**src/hw/rtl/bfe_pkg.sv**
```systemverilog
// Types and constants of the bloom filter engine.
// Used by every module of the block; depends on nothing.
`default_nettype none
package bfe_pkg;

	localparam logic [1:0] MODE_ADD   = 2'd0;
	localparam logic [1:0] MODE_QUERY = 2'd1;
	localparam logic [1:0] MODE_CLEAR = 2'd2;
	localparam logic [1:0] MODE_NONE  = 2'd3;

	localparam logic [1:0] REG_FILTER_SIZE = 2'd0;
	localparam logic [1:0] REG_HASH_COUNT  = 2'd1;
	localparam logic [1:0] REG_SEED_ONE    = 2'd2;
	localparam logic [1:0] REG_SEED_TWO    = 2'd3;

	localparam logic [31:0] MM_C1  = 32'hcc9e2d51;
	localparam logic [31:0] MM_C2  = 32'h1b873593;
	localparam logic [31:0] MM_ADD = 32'he6546b64;
	localparam logic [31:0] MM_F1  = 32'h85ebca6b;
	localparam logic [31:0] MM_F2  = 32'hc2b2ae35;

	localparam logic [4:0] DIV_LAST = 5'd31;

	typedef enum logic [2:0] {
		HO_IDLE,
		HO_BYTE,
		HO_TAIL,
		HO_K1,
		HO_K2,
		HO_ABS,
		HO_FX,
		HO_FM
	} hash_op_t;

	typedef struct packed {
		hash_op_t    op;
		logic        first;
		logic [7:0]  data;
	} hash_cmd_t;

	typedef enum logic [3:0] {
		ST_SWEEP,
		ST_IDLE,
		ST_K1,
		ST_K2,
		ST_ABS,
		ST_TAIL,
		ST_FX,
		ST_FM,
		ST_FD,
		ST_INIT,
		ST_POS,
		ST_DIV,
		ST_MEM,
		ST_DONE
	} state_t;

	function automatic logic [31:0] rotl(input logic [31:0] x, input int r);
		return (x << r) | (x >> (32 - r));
	endfunction

endpackage
`default_nettype wire

```
**src/hw/rtl/bfe_hash.sv**
```systemverilog
// Two MurmurHash3 x86_32 digests computed side by side, one operation a cycle.
// Depends on bfe_pkg; driven by the sequencer in the top level.
`default_nettype none
module bfe_hash
	import bfe_pkg::*;
(
	input  wire logic        clk,
	input  wire logic        arst_n,
	input  wire hash_cmd_t   cmd,
	input  wire logic [31:0] seed_one,
	input  wire logic [31:0] seed_two,
	output logic             full,
	output logic [31:0]      hash_one,
	output logic [31:0]      hash_two
);

	logic [31:0] h1_q, h2_q, k_q, len_q;
	logic [23:0] buf_q;
	logic [31:0] h1_cur, h2_cur, len_cur;
	logic [23:0] buf_cur, buf_ins;
	logic [31:0] x1, x2;

	always_comb begin
		h1_cur  = cmd.first ? seed_one : h1_q;
		h2_cur  = cmd.first ? seed_two : h2_q;
		buf_cur = cmd.first ? 24'd0 : buf_q;
		len_cur = cmd.first ? 32'd0 : len_q;
		full    = (len_cur[1:0] == 2'd3);
		unique case (len_cur[1:0])
			2'd0:    buf_ins = {16'd0, cmd.data};
			2'd1:    buf_ins = {8'd0, cmd.data, 8'd0};
			default: buf_ins = {cmd.data, 16'd0};
		endcase
		x1 = h1_q ^ k_q ^ len_q;
		x2 = h2_q ^ k_q ^ len_q;
		x1 = x1 ^ (x1 >> 16);
		x2 = x2 ^ (x2 >> 16);
	end

	always_ff @(posedge clk or negedge arst_n) begin
		if (!arst_n) begin
			h1_q  <= '0;
			h2_q  <= '0;
			k_q   <= '0;
			len_q <= '0;
			buf_q <= '0;
		end else begin
			unique case (cmd.op)
				HO_BYTE: begin
					h1_q  <= h1_cur;
					h2_q  <= h2_cur;
					len_q <= len_cur + 32'd1;
					if (full) begin
						k_q   <= {cmd.data, buf_cur};
						buf_q <= '0;
					end else begin
						buf_q <= buf_cur | buf_ins;
					end
				end
				HO_TAIL: k_q <= {8'd0, buf_q};
				HO_K1:   k_q <= k_q * MM_C1;
				HO_K2:   k_q <= rotl(k_q, 15) * MM_C2;
				HO_ABS: begin
					h1_q <= (rotl(h1_q ^ k_q, 13) << 2) + rotl(h1_q ^ k_q, 13) + MM_ADD;
					h2_q <= (rotl(h2_q ^ k_q, 13) << 2) + rotl(h2_q ^ k_q, 13) + MM_ADD;
				end
				HO_FX: begin
					h1_q <= x1 * MM_F1;
					h2_q <= x2 * MM_F1;
				end
				HO_FM: begin
					h1_q <= (h1_q ^ (h1_q >> 13)) * MM_F2;
					h2_q <= (h2_q ^ (h2_q >> 13)) * MM_F2;
				end
				default: begin
				end
			endcase
		end
	end

	assign hash_one = h1_q ^ (h1_q >> 16);
	assign hash_two = h2_q ^ (h2_q >> 16);

endmodule
`default_nettype wire

```
**config.mk**
```make
export PLATFORM = sky130hd
export DESIGN_NAME = bfe_hash
export DESIGN_NICKNAME = d
export VERILOG_FILES = /design/src/hw/rtl/bfe_pkg.sv /design/src/hw/rtl/bfe_hash.sv
export SDC_FILE = /design/constraint.sdc
export NUM_CORES = 2
export LEC_CHECK = 0
export BUFFER_PORTS_ARGS = -buffer_cell sky130_fd_sc_hd__clkbuf_2
export CAP_MARGIN = 30
export CORE_UTILIZATION = 60
export CTS_CLUSTER_SIZE = 14
export DETAILED_ROUTE_END_ITERATION = 10
export PLACE_DENSITY = 0.88
export SLEW_MARGIN = 40
export SYNTH_ARGS = -nofsm -noshare
export SYNTH_HDL_FRONTEND = slang
export SYNTH_SLANG_ARGS = --single-unit
```
**constraint.sdc**
```tcl
create_clock -name clk -period 7.1 [get_ports clk]
set_input_delay 0.355 -clock clk [delete_from_list [all_inputs] [get_ports clk]]
set_output_delay 0.355 -clock clk [all_outputs]
set_load 0.01 [all_outputs]
```
; Word level (Yosys, flattened, before mapping)
; Cells that the tools add are included.
[totals]
input_bits = 78
elab_cells = 56
register_bits = 152
output_inout_bits = 65
[classes]
n_mux = 10
addsub = 5
bitwise_logic = 14
n_mul = 6
n_reduce_logical = 5
n_eq_ne = 11
[op_table]
columns = op, n
row1 = case mux 32 bit (4 select lines), 3
row2 = two-way mux 32 bit, 4
row3 = bitwise XOR 32 x 16 -> 32 bit, 4
row4 = bitwise XOR 32 bit, 4
row5 = "multiplier 32 x 31 -> 32 bit, second input constant", 3
row6 = adder 32 bit, 2
row7 = "adder 32 bit, second input constant", 2
row8 = "multiplier 32 x 32 -> 32 bit, second input constant", 2
row9 = bitwise OR 32 x 13 -> 32 bit, 2
row10 = bitwise XOR 32 x 19 -> 32 bit, 2
row11 = two-way mux 24 bit, 2
row12 = case mux 24 bit (2 select lines), 1
row13 = "adder 32 x 1 -> 32 bit, second input constant", 1
row14 = "multiplier 32 x 29 -> 32 bit, second input constant", 1
row15 = bitwise OR 32 x 15 -> 32 bit, 1
row16 = bitwise OR 24 bit, 1
row17 = "equality test 3 bit, second input constant", 4
row18 = nonzero test 4 bit, 2
row19 = "equality test 3 x 2 -> 1 bit, second input constant", 2
row20 = "inequality test 2 bit, second input constant", 2
row21 = AND reduction 2 bit, 2
row22 = "equality test 3 x 1 -> 1 bit, second input constant", 1
row23 = "equality test 2 x 1 -> 1 bit, second input constant", 1
row24 = "equality test 2 bit, second input constant", 1
row25 = zero test 2 bit, 1

; Logic depth before layout (Yosys ltp)
[depth]
ltp_word = 5
ltp_mapped = 29
mapped_depth_nobuf = 27

; Least setup slack after synthesis
; Ideal clock, no wire load.
[synth_path]
path_type = reg-to-reg
startpoint = register k_q[23]
endpoint = register h1_q[28]
arrival_ps = 7544
period_less_slack_ps = 7670
n_path_buf = 1
stages_incl_launch_ff = 27
required_time_ps = 6974
setup_time_ps = 126
setup_slack_ps = -570
cell_sequence = dfrtp_1 clkbuf_1 xor2_1 xnor2_1 inv_1 xnor3_1 xnor2_1 ha_1 or2_2 fa_1 fa_1 inv_1 fa_1 fa_1 inv_1 fa_1 fa_1 fa_1 ha_1 nand4_1 nor2_1 nand2_1 o21ai_0 a31o_2 xnor2_1 a311oi_1 a221o_1
[synth_via]
elab_chain_cells = 5
elab_cells_between_ends = 8
cone_classes = add/sub (2) / mul (1) / mux (1) / bitwise (4)
[synth_rtl]
columns = item, line
row1 = from (decl), bfe_hash.sv:17  ; logic [31:0] h1_q, h2_q, k_q, len_q;
row2 = from (signal assigned), bfe_hash.sv:54  ; k_q <= {cmd.data, buf_cur};
row3 = from (signal assigned), bfe_hash.sv:60  ; HO_TAIL: k_q <= {8'd0, buf_q};
row4 = from (signal assigned), bfe_hash.sv:61  ; HO_K1: k_q <= k_q * MM_C1;
row5 = bitwise XOR 32 bit *, "bfe_hash.sv:34, bfe_hash.sv:64"
row6 = bitwise XOR 32 bit or bitwise OR 32 x 13 -> 32 bit (tied branches), "bfe_hash.sv:34, bfe_pkg.sv:59"
row7 = bitwise XOR 32 x 16 -> 32 bit or adder 32 bit (tied branches), "bfe_hash.sv:36, bfe_hash.sv:64"
row8 = multiplier 32 x 32 -> 32 bit or adder 32 bit (tied branches), "bfe_hash.sv:68, bfe_hash.sv:64"
row9 = case mux 32 bit (4 select lines) *, bfe_hash.sv:48  ; unique case (cmd.op)
row10 = to (signal assigned), bfe_hash.sv:50  ; h1_q <= h1_cur;
row11 = to (signal assigned), bfe_hash.sv:68  ; h1_q <= x1 * MM_F1;
row12 = to (signal assigned), bfe_hash.sv:72  ; h1_q <= (h1_q ^ (h1_q >> 13)) * MM_F2;
row13 = to (decl), bfe_hash.sv:17
; Every way passes the cells marked *; elsewhere a longest branch is shown, timed or not.
; A chain may end at the register's enable or synchronous reset.

; Final worst setup path
[layout_path]
startpoint = register k_q[10]
endpoint = register k_q[22]
[layout_via]
elab_chain_cells = 2
[layout_rtl]
columns = item, line
row1 = multiplier 32 x 31 -> 32 bit, bfe_hash.sv:61
row2 = case mux 32 bit (4 select lines), bfe_hash.sv:48
; Every way passes these cells.

==> impl_metrics.toml <==
[cells_and_area]
fin_cells = 9425
multi_input_area_um2 = 56810
final_nets = 10430
seq_area_um2 = 3856
fin_area_um2 = 80460
num-fill-cells = 7034
area_delta_synth_final_pct = 24.76
drive_gt1_frac = 0.2419

[synth]
yosysSeqAreaShare = 0.05898
ys_warn_count = 0
synth_top_area_frac = 0.3489
synthTopCellsByArea = "fa_1 (35%), ha_1 (24%), inv_1 (11%)"
syn_inst = 6773
synth_commonest_cells = "inv_1 (1864), ha_1 (1244), fa_1 (1124), xnor2_1 (399), a21oi_1 (254)"
synthesis.area_um2 = 64490
async_reset_ff_frac = 1.000
synth_cell_types = 84
synth_ff_type = "dfrtp_1"
synth-edff-count = 0
synth_top_cell_by_area = "fa_1"
synth_most_common_cell = "inv_1"
synth_nets = 9219
avgSynthCellArea_um2 = 9.522
synth_seq_cells = 152

[cts]
clk_latency_ps = 520
clk_pin_slew_ps = 90
cts_made_buffers = 17
ctsHtreeMaxLevel = 4
clock-root-buffer = "clkbuf_16"
cts.sinks = 152
clockBufferDepth = 2
cts_tree = "yes"

[timing]
post-route-min-period_ps = 8183
setup_tns_ps = -13080
fmax_ghz = 0.1222
setup_ws_ps = -1083
worstMarginPinSlew_ps = 1560
clock-skew-final_ps = 27.59
finalSetupViolations = 36
drv_slew = 2
final_hold_viol_count = 0
rsz0062_at_grt = "true"
slew_headroom = -0.04332
min_period_over_period = 1.153

[min_path]
min_path_type = "input pin to flip-flop"

[drt]
drt-total-wl_um = 299400
avgViaCountPerCell = 6.337
firstDrtPassIters = 11
vias = 59730
antenna_left = 0
drt-initial-drc-count = 8050
drc = 3
routedWlPerCell_um = 31.77

[critical_path]
path_cells = "buf_6 > buf_4 > buf_6 > ha_2 > fa_1 > inv_1 > fa_1 > inv_1 > fa_1 > ha_1 > fa_1 > fa_2 > ha_4 > ha_4 > clkinvlp_4 > a2111oi_4 > buf_4 > a211oi_1 > xor2_1 > o21ai_1 > a21oi_1 > o221ai_2"
crit_path_end_kind = "flip-flop"
path_max_fanout = 10
cpPeakStageDelay_ps = 1220
cpMostUsedCell = "fa_1"
worst_setup_path_start_kind = "flip-flop"
worstSetupPathType = "flip-flop to flip-flop"
crit_arrival_ps = 8500
cp_slowest_cell = "xor2_1"
required_ps = 7420

[run_status]
violations = "design-rule violations, max-capacitance violations, max-slew violations, negative setup slack"
status = "finished, violations left"

[die]
initial_core_util = 0.6092
ios = 143
die-area_um2 = 108800
core_area_um2 = 105900
die_w_um = 329.9
die_h_um = 329.9
rows = 119

[grt]
gr-usage-all-layers = 0.5167
grt_max_degree = 82
antenna_found_initial = 38
first_global_vias = 60300
gr-total-overflow = 0
grt_pass1_wl_um = 395900

[place]
io_buffers = 142
placed_cells = 9209
place_congestion = 1.114
place_area_um2 = 74910
hpwl_um = 232200

[job]
timing.max_cap.violations = 1
==> cell families (layout without fill, tap and decap cells) <==
| logic type | Yosys count | after routing | share of synthesized area |
|---|---|---|---|
| xor+xnor | 637 | 637 | 0.08693 |
| simple gates | 697 | 697 | 0.05157 |
| flops | 152 | 152 | 0.05898 |
| compound gates | 882 | 882 | 0.08889 |
| other cells | 0 | 34 | 0 |
| fa+ha+maj | 2368 | 2368 | 0.5902 |
| mux | 30 | 30 | 0.004656 |
| buf+inv | 2007 | 3234 | 0.1187 |
==> path summary, 6_finish.rpt <==
| kind | startpoint | slack (ps) | to | depth (start not counted) |
|---|---|---|---|---|
| min reg2reg | buf_q[17]$_DFFE_PN0P_ | 510 | buf_q[17]$_DFFE_PN0P_ | 1 |
| max in group asynchronous | arst_n | 5240 | h2_q[17]$_DFFE_PN0P_ | 3 |
| max reg2reg | k_q[10]$_DFFE_PN0P_ | -1080 | k_q[22]$_DFFE_PN0P_ | 22 |
| min | seed_one[5] | 160 | h1_q[5]$_DFFE_PN0P_ | 3 |
| max | k_q[10]$_DFFE_PN0P_ | -1080 | k_q[22]$_DFFE_PN0P_ | 22 |
| min in group asynchronous | arst_n | 470 | h1_q[26]$_DFFE_PN0P_ | 2 |
==> state kept, by name, summed over array words and instances (netlist names) <==
name	cells
buf_q	24
h1_q	32
h2_q	32
k_q	32
len_q	32
==> timing repair <==
item / in CTS / in global routing
endpoints found under the hold margin: 80 / 0
resized for setup: 276 / 414
hold buffers: 1 / 0
gates cloned: 0 / 1
pin swaps: 165 / 285
endpoints found under the setup margin: 40 / 46
buffers inserted: 59 / 111
==> placed cells by master, fill, tap and decap left out, drive strengths merged, types with 16 or more instances in the layout <==
master	instances
nor2b	38
xor2	236
clkbuf	160
diode	34
nor3	50
o21ai	185
o22ai	18
fa	1124
and3	26
mux2i	30
a211oi	25
nand3	39
a21o	112
xnor2	399
a21oi	255
a22o	22
o211ai	21
ha	1244
o21bai	20
o31ai	18
nand2	244
nor2	157
dfrtp	152
inv	1866
or2	16
or3	16
nand2b	34
a31oi	24
buf	1196
o21a	44
==> worst max-delay path: cells and delay by family (launching register included) <==
| family | cells | cell delay, ps |
|---|---|---|
| flip-flops | 1 | 480 |
| AO/OA/AOI/OAI | 5 | 960 |
| XOR/XNOR | 1 | 1220 |
| adder cells (fa/ha/maj) | 9 | 3930 |
| buffers and inverters | 7 | 1380 |
==> per-layer routing <==
layer,track usage,up-vias,wire length [um]
li1,-,23650,-
met1,0.5957,28770,97540
met2,0.7495,5063,119500
met3,0.2090,2194,44430
met4,0.4368,54,36460
met5,0.004348,-,1526
==> area by class of cell <==
cell class / instances / area share
clock buffer: 19 / 0.005505
timing repair buffer: 1338 / 0.1292
inverter: 1865 / 0.08720
tap: 1391 / 0.02163
multi-input combinational: 4614 / 0.7060
sequential: 152 / 0.04792
clock inverter: 12 / 0.001477
antenna: 34 / 0.001057
==> through the flow <==
stage / util / hold slack (ps) / setup slack, ps
after global placement: 0.7073 / 483.5 / -676.4
after floorplan: - / 59.41 / -22.96
after global routing: 0.7597 / 186.4 / -1414
final: 0.7601 / 163.2 / -1083
after CTS: 0.7307 / 154.5 / -332.1
after detailed placement: 0.7076 / 427.2 / -672.5
Power is not shown: default switching activity piles up to over one toggle a cycle in this logic, so the estimate is an artifact.
